## config.mk

```make
export PLATFORM = sky130hd
export DESIGN_NAME = soft_timer_bank
export DESIGN_NICKNAME = d
export VERILOG_FILES = /design/src/rtl/stb_pkg.sv /design/src/rtl/stb_ram.sv /design/src/rtl/stb_seq.sv /design/src/rtl/soft_timer_bank.sv
export SDC_FILE = /design/constraint.sdc
export NUM_CORES = 1
export LEC_CHECK = 0
export BUFFER_PORTS_ARGS = -buffer_cell sky130_fd_sc_hd__buf_2
export CORE_MARGIN = 2
export CORE_UTILIZATION = 60
export DETAILED_ROUTE_END_ITERATION = 12
export HOLD_SLACK_MARGIN = 0.1
export PLACE_DENSITY = 0.79
export SYNTH_ARGS = -nofsm -noshare
export SYNTH_HDL_FRONTEND = slang
export SYNTH_SLANG_ARGS = --single-unit
```

## constraint.sdc

```tcl
create_clock -name clock -period 9.7 [get_ports clock]
set_input_delay 1.455 -clock clock [delete_from_list [all_inputs] [get_ports clock]]
set_output_delay 1.455 -clock clock [all_outputs]
set_load 0.1 [all_outputs]
```

## src/rtl/stb_pkg.sv

```systemverilog
// ----------------------------------------------------------------------------
// stb_pkg
// Shared types and constants for the software timer bank: request modes,
// the stored timer entry, and the request/completion bundles that pass
// between the top level and the entry sequencer.
// ----------------------------------------------------------------------------
package stb_pkg;

   localparam int MODE_W    = 3;
   localparam int ID_W      = 8;
   localparam int PERIOD_W  = 16;
   localparam int MASK_W    = 8;
   localparam int RUN_W     = 31;
   localparam int FREE_W    = 32;

   // Run counter returns to zero when an increment lands on this value
   localparam logic [RUN_W-1:0] RUN_WRAP = 31'h7FFF_FFFF;

   typedef enum logic [MODE_W-1:0] {
      MODE_TICK        = 3'd0,
      MODE_START_ONE   = 3'd1,
      MODE_START_AUTO  = 3'd2,
      MODE_STOP        = 3'd3,
      MODE_CHECK       = 3'd4,
      MODE_CLEAR_FREE  = 3'd5
   } mode_type;

   // One timer as held in memory
   typedef struct packed {
      logic [PERIOD_W-1:0] remaining;
      logic [PERIOD_W-1:0] reload_value;
      logic                expired_flag;
      logic                auto_reload;
   } entry_type;

   localparam int ENTRY_W = $bits(entry_type);

   // Work handed to the sequencer
   typedef struct packed {
      mode_type            mode;
      logic [ID_W-1:0]     timer_id;
      logic [PERIOD_W-1:0] period;
   } cmd_type;

   // Completion reported back by the sequencer
   typedef struct packed {
      logic              valid;
      logic              expired;
      logic [MASK_W-1:0] fired_mask;
   } done_type;

endpackage

```

## src/rtl/stb_ram.sv

```systemverilog
// ----------------------------------------------------------------------------
// stb_ram
// Generic simple dual-port RAM: one write port, one read port, read data
// registered.
// ----------------------------------------------------------------------------
module stb_ram #(
   parameter int WIDTH = 8,
   parameter int DEPTH = 8
) (
   input  logic                                clock,
   input  logic                                wr_en,
   input  logic [(DEPTH > 1 ? $clog2(DEPTH) : 1)-1:0] wr_addr,
   input  logic [WIDTH-1:0]                    wr_data,
   input  logic                                rd_en,
   input  logic [(DEPTH > 1 ? $clog2(DEPTH) : 1)-1:0] rd_addr,
   output logic [WIDTH-1:0]                    rd_data
);

   logic [WIDTH-1:0] mem_ff [DEPTH];
   logic [WIDTH-1:0] rd_data_ff;

   // Write port
   always_ff @(posedge clock) begin
      if (wr_en) begin
         mem_ff[wr_addr] <= wr_data;
      end
   end

   // Registered read port
   always_ff @(posedge clock) begin
      if (rd_en) begin
         rd_data_ff <= mem_ff[rd_addr];
      end
   end

   assign rd_data = rd_data_ff;

endmodule

```

## src/rtl/stb_seq.sv

```systemverilog
// ----------------------------------------------------------------------------
// stb_seq
// Entry sequencer: reads a timer entry, modifies it and writes it back.
// A tick sweeps every entry, reading the next one while writing the current
// one; start, stop and check touch a single entry. Per-entry valid bits make
// a never-written entry read as all zero.
// ----------------------------------------------------------------------------
module stb_seq #(
   parameter int NUM_TIMERS = 8
) (
   input  logic              clock,
   input  logic              reset,
   input  logic              go,
   input  stb_pkg::cmd_type  cmd,
   output logic              busy,
   output stb_pkg::done_type done
);

   localparam int IDX_W = (NUM_TIMERS > 1) ? $clog2(NUM_TIMERS) : 1;
   localparam logic [IDX_W-1:0] LAST_IDX = IDX_W'(NUM_TIMERS - 1);

   typedef enum logic [1:0] {
      ST_IDLE = 2'b01,
      ST_SCAN = 2'b10
   } state_type;

   state_type                         state_ff, state_in;
   stb_pkg::mode_type                 mode_ff, mode_in;
   logic [IDX_W-1:0]                  idx_ff, idx_in;
   logic [stb_pkg::PERIOD_W-1:0]      period_ff, period_in;
   logic [stb_pkg::MASK_W-1:0]        fired_ff, fired_in;
   logic [NUM_TIMERS-1:0]             valid_ff, valid_in;
   logic                              rd_valid_ff, rd_valid_in;

   logic                              rd_en;
   logic [IDX_W-1:0]                  rd_addr;
   logic [stb_pkg::ENTRY_W-1:0]       rd_raw;
   logic                              wr_en;
   stb_pkg::entry_type                rd_entry;
   stb_pkg::entry_type                wr_entry;
   logic [stb_pkg::PERIOD_W-1:0]      dec_count;
   logic                              hit;
   logic                              check_flag;
   logic [stb_pkg::MASK_W-1:0]        fire_bits;
   logic [stb_pkg::ID_W-1:0]          idx_wide;
   logic                              last;

   stb_ram #(
      .WIDTH (stb_pkg::ENTRY_W),
      .DEPTH (NUM_TIMERS)
   ) u_ram (
      .clock   (clock),
      .wr_en   (wr_en),
      .wr_addr (idx_ff),
      .wr_data (wr_entry),
      .rd_en   (rd_en),
      .rd_addr (rd_addr),
      .rd_data (rd_raw)
   );

   // Never-written entries read as zero
   assign rd_entry = rd_valid_ff ? stb_pkg::entry_type'(rd_raw) : '0;
   assign idx_wide = stb_pkg::ID_W'(idx_ff);
   assign last     = (mode_ff != stb_pkg::MODE_TICK) || (idx_ff == LAST_IDX);
   assign busy     = (state_ff != ST_IDLE);

   // Modify the entry that was just read
   always_comb begin
      wr_entry   = rd_entry;
      dec_count  = rd_entry.remaining - 16'd1;
      hit        = 1'b0;
      check_flag = 1'b0;
      unique case (mode_ff)
         stb_pkg::MODE_TICK: begin
            if (rd_entry.remaining != '0) begin
               wr_entry.remaining = dec_count;
               if (dec_count == '0) begin
                  hit                   = 1'b1;
                  wr_entry.expired_flag = 1'b1;
                  if (rd_entry.auto_reload) begin
                     wr_entry.remaining = rd_entry.reload_value;
                  end
               end
            end
         end
         stb_pkg::MODE_START_ONE,
         stb_pkg::MODE_START_AUTO: begin
            wr_entry.remaining    = period_ff;
            wr_entry.reload_value = period_ff;
            wr_entry.expired_flag = 1'b0;
            wr_entry.auto_reload  = (mode_ff == stb_pkg::MODE_START_AUTO);
         end
         stb_pkg::MODE_STOP: begin
            wr_entry.remaining    = '0;
            wr_entry.expired_flag = 1'b0;
            wr_entry.auto_reload  = 1'b0;
         end
         stb_pkg::MODE_CHECK: begin
            check_flag            = rd_entry.expired_flag;
            wr_entry.expired_flag = 1'b0;
         end
         default: begin
            wr_entry = rd_entry;
         end
      endcase
   end

   // Fired bit for the current entry; timers past the mask width get none
   always_comb begin
      for (int k = 0; k < stb_pkg::MASK_W; k++) begin
         fire_bits[k] = hit && (idx_wide == stb_pkg::ID_W'(k));
      end
   end

   // Sequence control: issue reads, write back, advance
   always_comb begin
      state_in    = state_ff;
      mode_in     = mode_ff;
      idx_in      = idx_ff;
      period_in   = period_ff;
      fired_in    = fired_ff;
      valid_in    = valid_ff;
      rd_en       = 1'b0;
      rd_addr     = '0;
      wr_en       = 1'b0;
      done        = '0;
      unique case (state_ff)
         ST_IDLE: begin
            if (go) begin
               rd_en     = 1'b1;
               rd_addr   = (cmd.mode == stb_pkg::MODE_TICK) ? '0 : cmd.timer_id[IDX_W-1:0];
               mode_in   = cmd.mode;
               idx_in    = rd_addr;
               period_in = cmd.period;
               fired_in  = '0;
               state_in  = ST_SCAN;
            end
         end
         ST_SCAN: begin
            wr_en            = 1'b1;
            valid_in[idx_ff] = 1'b1;
            fired_in         = fired_ff | fire_bits;
            if (last) begin
               done.valid      = 1'b1;
               done.expired    = check_flag;
               done.fired_mask = fired_ff | fire_bits;
               state_in        = ST_IDLE;
            end else begin
               rd_en   = 1'b1;
               rd_addr = idx_ff + 1'b1;
               idx_in  = rd_addr;
            end
         end
         default: begin
            state_in = ST_IDLE;
         end
      endcase
   end

   assign rd_valid_in = rd_en ? valid_ff[rd_addr] : rd_valid_ff;

   // Control state
   always_ff @(posedge clock) begin
      if (reset) begin
         state_ff    <= ST_IDLE;
         valid_ff    <= '0;
         rd_valid_ff <= 1'b0;
      end else begin
         state_ff    <= state_in;
         valid_ff    <= valid_in;
         rd_valid_ff <= rd_valid_in;
      end
   end

   // Working registers
   always_ff @(posedge clock) begin
      mode_ff   <= mode_in;
      idx_ff    <= idx_in;
      period_ff <= period_in;
      fired_ff  <= fired_in;
   end

endmodule

```

## src/rtl/soft_timer_bank.sv

```systemverilog
// ----------------------------------------------------------------------------
// soft_timer_bank
// Bank of NUM_TIMERS 16-bit down-counting software timers with one-shot and
// auto-reload modes, sticky expiry flags and run/free tick counters.
// ----------------------------------------------------------------------------
// A request is taken when start is high and busy is low; exactly one result
// follows, shown for one cycle with rsp_valid high, and the receiver cannot
// hold it off. The timers live in a small memory that is read, modified and
// written back one entry per cycle. A tick sweeps every entry; start, stop
// and check touch one entry. Clear-free, unused modes and requests with a
// bad timer id are answered directly, without the sequencer. busy is high
// while the sequencer works on the memory after a tick, start, stop or
// check transfer; the other requests leave it low.
// Entries come out of reset as zero through per-entry valid bits, so no
// clearing pass is needed. A bad timer id is flagged and the access dropped.
// ----------------------------------------------------------------------------
module soft_timer_bank #(
   parameter int NUM_TIMERS = 8
) (
   input  logic                               clock,
   input  logic                               reset,
   input  logic                               start,
   output logic                               busy,
   input  logic [stb_pkg::MODE_W-1:0]         req_mode,
   input  logic [stb_pkg::ID_W-1:0]           req_timer_id,
   input  logic [stb_pkg::PERIOD_W-1:0]       req_period,
   output logic                               rsp_valid,
   output logic                               rsp_expired,
   output logic [stb_pkg::MASK_W-1:0]         rsp_fired_mask,
   output logic                               rsp_bad_id,
   output logic [stb_pkg::RUN_W-1:0]          rsp_run_time,
   output logic [stb_pkg::FREE_W-1:0]         rsp_free_run_time
);

   localparam logic [stb_pkg::ID_W-1:0] ID_LIMIT = stb_pkg::ID_W'(NUM_TIMERS);

   logic                          accept;
   stb_pkg::mode_type             mode;
   logic                          timer_op;
   logic                          bad_id;
   logic                          go;
   stb_pkg::cmd_type              cmd;
   stb_pkg::done_type             done;
   logic [stb_pkg::RUN_W-1:0]     run_inc;

   logic [stb_pkg::RUN_W-1:0]     tick_total_ff, tick_total_in;
   logic [stb_pkg::FREE_W-1:0]    free_ticks_ff, free_ticks_in;
   logic                          rsp_valid_ff, rsp_valid_in;
   logic                          rsp_expired_ff, rsp_expired_in;
   logic [stb_pkg::MASK_W-1:0]    rsp_fired_ff, rsp_fired_in;
   logic                          rsp_bad_ff, rsp_bad_in;

   // Decode the request
   assign accept   = start && !busy;
   assign mode     = stb_pkg::mode_type'(req_mode);
   assign timer_op = (mode == stb_pkg::MODE_START_ONE) || (mode == stb_pkg::MODE_START_AUTO) ||
                     (mode == stb_pkg::MODE_STOP) || (mode == stb_pkg::MODE_CHECK);
   assign bad_id   = timer_op && (req_timer_id >= ID_LIMIT);
   assign go       = accept && ((mode == stb_pkg::MODE_TICK) || (timer_op && !bad_id));

   assign cmd.mode     = mode;
   assign cmd.timer_id = req_timer_id;
   assign cmd.period   = req_period;

   stb_seq #(
      .NUM_TIMERS (NUM_TIMERS)
   ) u_seq (
      .clock (clock),
      .reset (reset),
      .go    (go),
      .cmd   (cmd),
      .busy  (busy),
      .done  (done)
   );

   // Advance the tick counters on a tick transfer; clear-free zeroes the free counter
   assign run_inc = tick_total_ff + 1'b1;

   always_comb begin
      tick_total_in = tick_total_ff;
      free_ticks_in = free_ticks_ff;
      if (accept) begin
         if (mode == stb_pkg::MODE_TICK) begin
            tick_total_in = (run_inc == stb_pkg::RUN_WRAP) ? '0 : run_inc;
            free_ticks_in = free_ticks_ff + 1'b1;
         end else if (mode == stb_pkg::MODE_CLEAR_FREE) begin
            free_ticks_in = '0;
         end
      end
   end

   // Build the result: direct answer or sequencer completion
   always_comb begin
      rsp_valid_in   = 1'b0;
      rsp_expired_in = rsp_expired_ff;
      rsp_fired_in   = rsp_fired_ff;
      rsp_bad_in     = rsp_bad_ff;
      if (done.valid) begin
         rsp_valid_in   = 1'b1;
         rsp_expired_in = done.expired;
         rsp_fired_in   = done.fired_mask;
         rsp_bad_in     = 1'b0;
      end else if (accept && !go) begin
         rsp_valid_in   = 1'b1;
         rsp_expired_in = 1'b0;
         rsp_fired_in   = '0;
         rsp_bad_in     = bad_id;
      end
   end

   // Control state
   always_ff @(posedge clock) begin
      if (reset) begin
         tick_total_ff <= '0;
         free_ticks_ff <= '0;
         rsp_valid_ff  <= 1'b0;
      end else begin
         tick_total_ff <= tick_total_in;
         free_ticks_ff <= free_ticks_in;
         rsp_valid_ff  <= rsp_valid_in;
      end
   end

   // Result payload
   always_ff @(posedge clock) begin
      rsp_expired_ff <= rsp_expired_in;
      rsp_fired_ff   <= rsp_fired_in;
      rsp_bad_ff     <= rsp_bad_in;
   end

   assign rsp_valid         = rsp_valid_ff;
   assign rsp_expired       = rsp_expired_ff;
   assign rsp_fired_mask    = rsp_fired_ff;
   assign rsp_bad_id        = rsp_bad_ff;
   assign rsp_run_time      = tick_total_ff;
   assign rsp_free_run_time = free_ticks_ff;

endmodule

```

==> metrics.md <==
| Metric | Value |
|---|---|
| Fill count | `~2100` |
| Antenna-violating nets left | `0` |
| Wire length on met2 | `21.3 mm` |
| Site Rows | `63` |
| Startpoint types | `input pin` |
| Syn Inst Count | `1626` |
| Post-Route WL | `43.9 mm` |
| Dominant synthesized flop cell | `edfxtp_1` |
| Count of cell types in the netlist | `about 70` |
| Most common cell after layout, fill and taps aside | `edfxtp_1` |
| Mapped cell area | `between 15000 and 20000 µm²` |
| Outcome | `finished clean` |
| CTS H-tree lvls | `2` |
| Max stage delay on crit path | `0.72 ns` |
| Placed insts | `just over 2000` |
| Critical path arrival | `approximately 5.6 ns` |
| Most frequent cells in the layout | `edfxtp_1 (345), nand2_1 (294), nand3_1 (143)` |
| Gr ovfl total | `0` |
| Die width | `178 µm` |
| Synth Warn # | `0` |
| Average size of a mapped cell | `11.2 µm²` |
| Power per cell area | `173 nW/µm²` |
| Max VDD drop | `0.141 mV` |
| TritonRoute pass-1 iters | `5` |
| Initial antenna violation count | `0` |
| Die Y | `178 µm` |
| Port Buffers | `104` |
| Max Cap Viol | `0` |
| Hold Path Class | `flip-flop to flip-flop` |
| Post-route DRC violation count | `0` |
| Share of cells above drive strength 1 | `0.123` |
| EDFF count, synth | `345` |
| Largest net degree at the start of global routing | `71` |
| Initial core utilization | `0.613` |
| Lkg Pwr | `7.31 nW` |
| Max clock buf depth | `3` |
| Vias in the first global route | `12577` |
| Setup-failing EPs final | `0` |
| Syn Nets | `approximately 1700` |
| Ant diodes | `0` |
| RSZ-0062 raised after global routing | `false` |
| Worst skew pair latency | `0.53 ns` |
| Detailed Route Iter0 Violations | `1384` |
| Fmax | `193 MHz` |
| Cts repair resizes | `0` |
| Crit-path cells | `buf_2 > nor4_1 > o2111a_1 > a2bb2o_2 > buf_4 > nand2b_1 > buf_4 > nor2_1 > a31oi_1 > o21ai_0 > o21ai_0` |
| Core Region | `29800 µm²` |
| Setup total negative slack | `0 ns` |
| Final period util | `0.533` |
| Hold Buf Count CTS | `0` |
| CP max stage cell | `a2bb2o_2` |
| Multi-input gate area | `6010 µm²` |
| Seq cells post-synth | `421` |
| Clock slew at the register clock pins of the worst setup and hold paths | `0.06 ns` |
| Hold Violations, Final | `0` |
| FF+latch area | `11900 µm²` |
| Routed wire per std cell | `20.7 µm` |
| Worst clock skew | `0.0154 ns` |
| # IOs | `105` |
| Gpl congestion | `just over 0.9` |
| Final non-filler cell total | `2125` |
| Top sig layer | `met4` |
| CP endpoint kind | `flip-flop` |
| Tmin final | `5.17 ns` |
| Gr usage total | `0.277` |
| CTS tree | `yes` |
| Wl on met1 | `17.5 mm` |
| Final HPWL DP | `26.3 mm` |
| Worst Path Required | `10.08 ns` |
| CTS Buf Count | `~40` |
| Area of the die | `31800 µm²` |
| Clk sink count | `421` |
| Slew HR | `0.131` |
| CTS Root Cell | `clkbuf_16` |
| Post-CTS setup buffer count | `0` |
| Area Overhead vs Synth | `11.6%` |
| Sequential-to-total area share from yosys stat | `0.651` |
| Slew Limit Fails | `0` |
| DR vias/cell | `approximately 6.3` |
| Vias | `approximately 13000` |
| Global-route wire length before repair | `67.9 mm` |
| Ys async rst share | `0` |
| Final core utilization | `0.684` |
| Nets | `1747` |
| Slew @ Worst Pin | `approximately 1.3 ns` |
| CP Class | `input pin to flip-flop` |
| Met3 Wirelength | `3.62 mm` |
| Crit Path Max Fanout | `40` |
## path summary, 6_finish.rpt
| kind | slack [ns] | cells after the start | to | from |
|---|---|---|---|---|
| max | 4.53 | 11 | u_seq.u_ram.rd_data[22]$_DFFE_PP_ | req_timer_id[6] |
| min | 0.47 | 2 | u_seq.valid_ff[0]$_SDFFE_PP0P_ | u_seq.valid_ff[0]$_SDFFE_PP0P_ |
| max reg2reg | 4.89 | 12 | u_seq.u_ram.rd_data[22]$_DFFE_PP_ | u_seq.idx_ff[0]$_DFFE_PP_ |
| min reg2reg | 0.47 | 2 | u_seq.valid_ff[0]$_SDFFE_PP0P_ | u_seq.valid_ff[0]$_SDFFE_PP0P_ |
## critical path, delay by kind of cell
kind                   cells  cell delay (ns)
AO/OA/AOI/OAI              5             1.65
AND/OR/NAND/NOR            3             1.39
buffers and inverters      3             1.02
## area by class of cell
class                   instances  area share
repair buffers                128      0.0344
well taps                     390      0.0239
clock inverters                21     0.00657
clock buffers                  53      0.0526
inverters                      24     0.00442
flip-flops and latches        421       0.583
multi-input cells            1088       0.295
## metrics by stage
step                      total power [mW]  hold WS (ns)  instance area [µm²]  setup WS, ns
final                                 3.52         0.468                20400          4.53
after global routing                  3.61         0.507                20400          4.32
after CTS                             3.54         0.476                20400          4.61
after detailed placement              2.10         0.460                19200          4.14
after global placement                2.10         0.446                19200          4.29
after floorplan                       2.07         0.435                18300          4.97
## cells in the mapped netlist (4+ instances only)
| cell type | count | area share |
|---|---|---|
| a211o_1 | 34 | 0.016 |
| a21o_1 | 4 | 0.0016 |
| a21oi_1 | 38 | 0.010 |
| a22o_1 | 8 | 0.0038 |
| a31oi_1 | 46 | 0.016 |
| a32oi_1 | 4 | 0.0019 |
| and2_1 | 7 | 0.0024 |
| and3_1 | 10 | 0.0034 |
| and4_1 | 7 | 0.0034 |
| buf_1 | 11 | 0.0023 |
| buf_2 | 5 | 0.0014 |
| clkbuf_1 | 74 | 0.015 |
| dfxtp_1 | 76 | 0.083 |
| edfxtp_1 | 345 | 0.57 |
| ha_1 | 13 | 0.0089 |
| inv_1 | 24 | 0.0049 |
| nand2_1 | 294 | 0.060 |
| nand2b_1 | 9 | 0.0031 |
| nand3_1 | 143 | 0.039 |
| nand4_1 | 25 | 0.0086 |
| nor2_1 | 147 | 0.030 |
| nor2b_1 | 12 | 0.0041 |
| nor3_1 | 20 | 0.0055 |
| nor3b_1 | 6 | 0.0025 |
| nor4_1 | 14 | 0.0048 |
| o211ai_1 | 7 | 0.0029 |
| o21ai_0 | 102 | 0.028 |
| or3_1 | 9 | 0.0031 |
| or4_1 | 6 | 0.0025 |
| xnor2_1 | 27 | 0.013 |
| xor2_1 | 38 | 0.018 |
## per-layer routing
layer  global-route usage  vias up
met5                    0        -
met4                0.109        0
met3               0.0477       94
met2                0.458      655
met1                0.366     6478
li1                     -     6096
## sequential cells by signal, summed over array words and instances (netlist names), 3 cells and up
signal,count
rsp_run_time,31
u_seq.period_ff,16
u_seq.u_ram.mem_ff,272
rsp_fired_mask,8
u_seq.fired_ff,8
rsp_free_run_time,32
u_seq.idx_ff,3
u_seq.valid_ff,8
u_seq.u_ram.rd_data,34
u_seq.mode_ff,3
## power by group
group | total, mW | internal, mW | leakage [nW] | switching [mW]
sequential | 1.96 | 1.95 | 3.83 | 0.0106
combinational | 0.105 | 0.0204 | 2.90 | 0.0844
clock | 1.46 | 0.808 | 0.581 | 0.648
## cell families after synthesis
group | after synthesis | synth area share
and+or+nand+nor | 724 | 0.182
DFF | 421 | 0.651
AOI/OAI and AO/OA | 282 | 0.0998
buffers and inverters | 117 | 0.0256
xor gates and xnor gates | 65 | 0.0312
adders and majority gates | 13 | 0.00891
muxes | 4 | 0.00226
(Power assumes the default switching activity.)
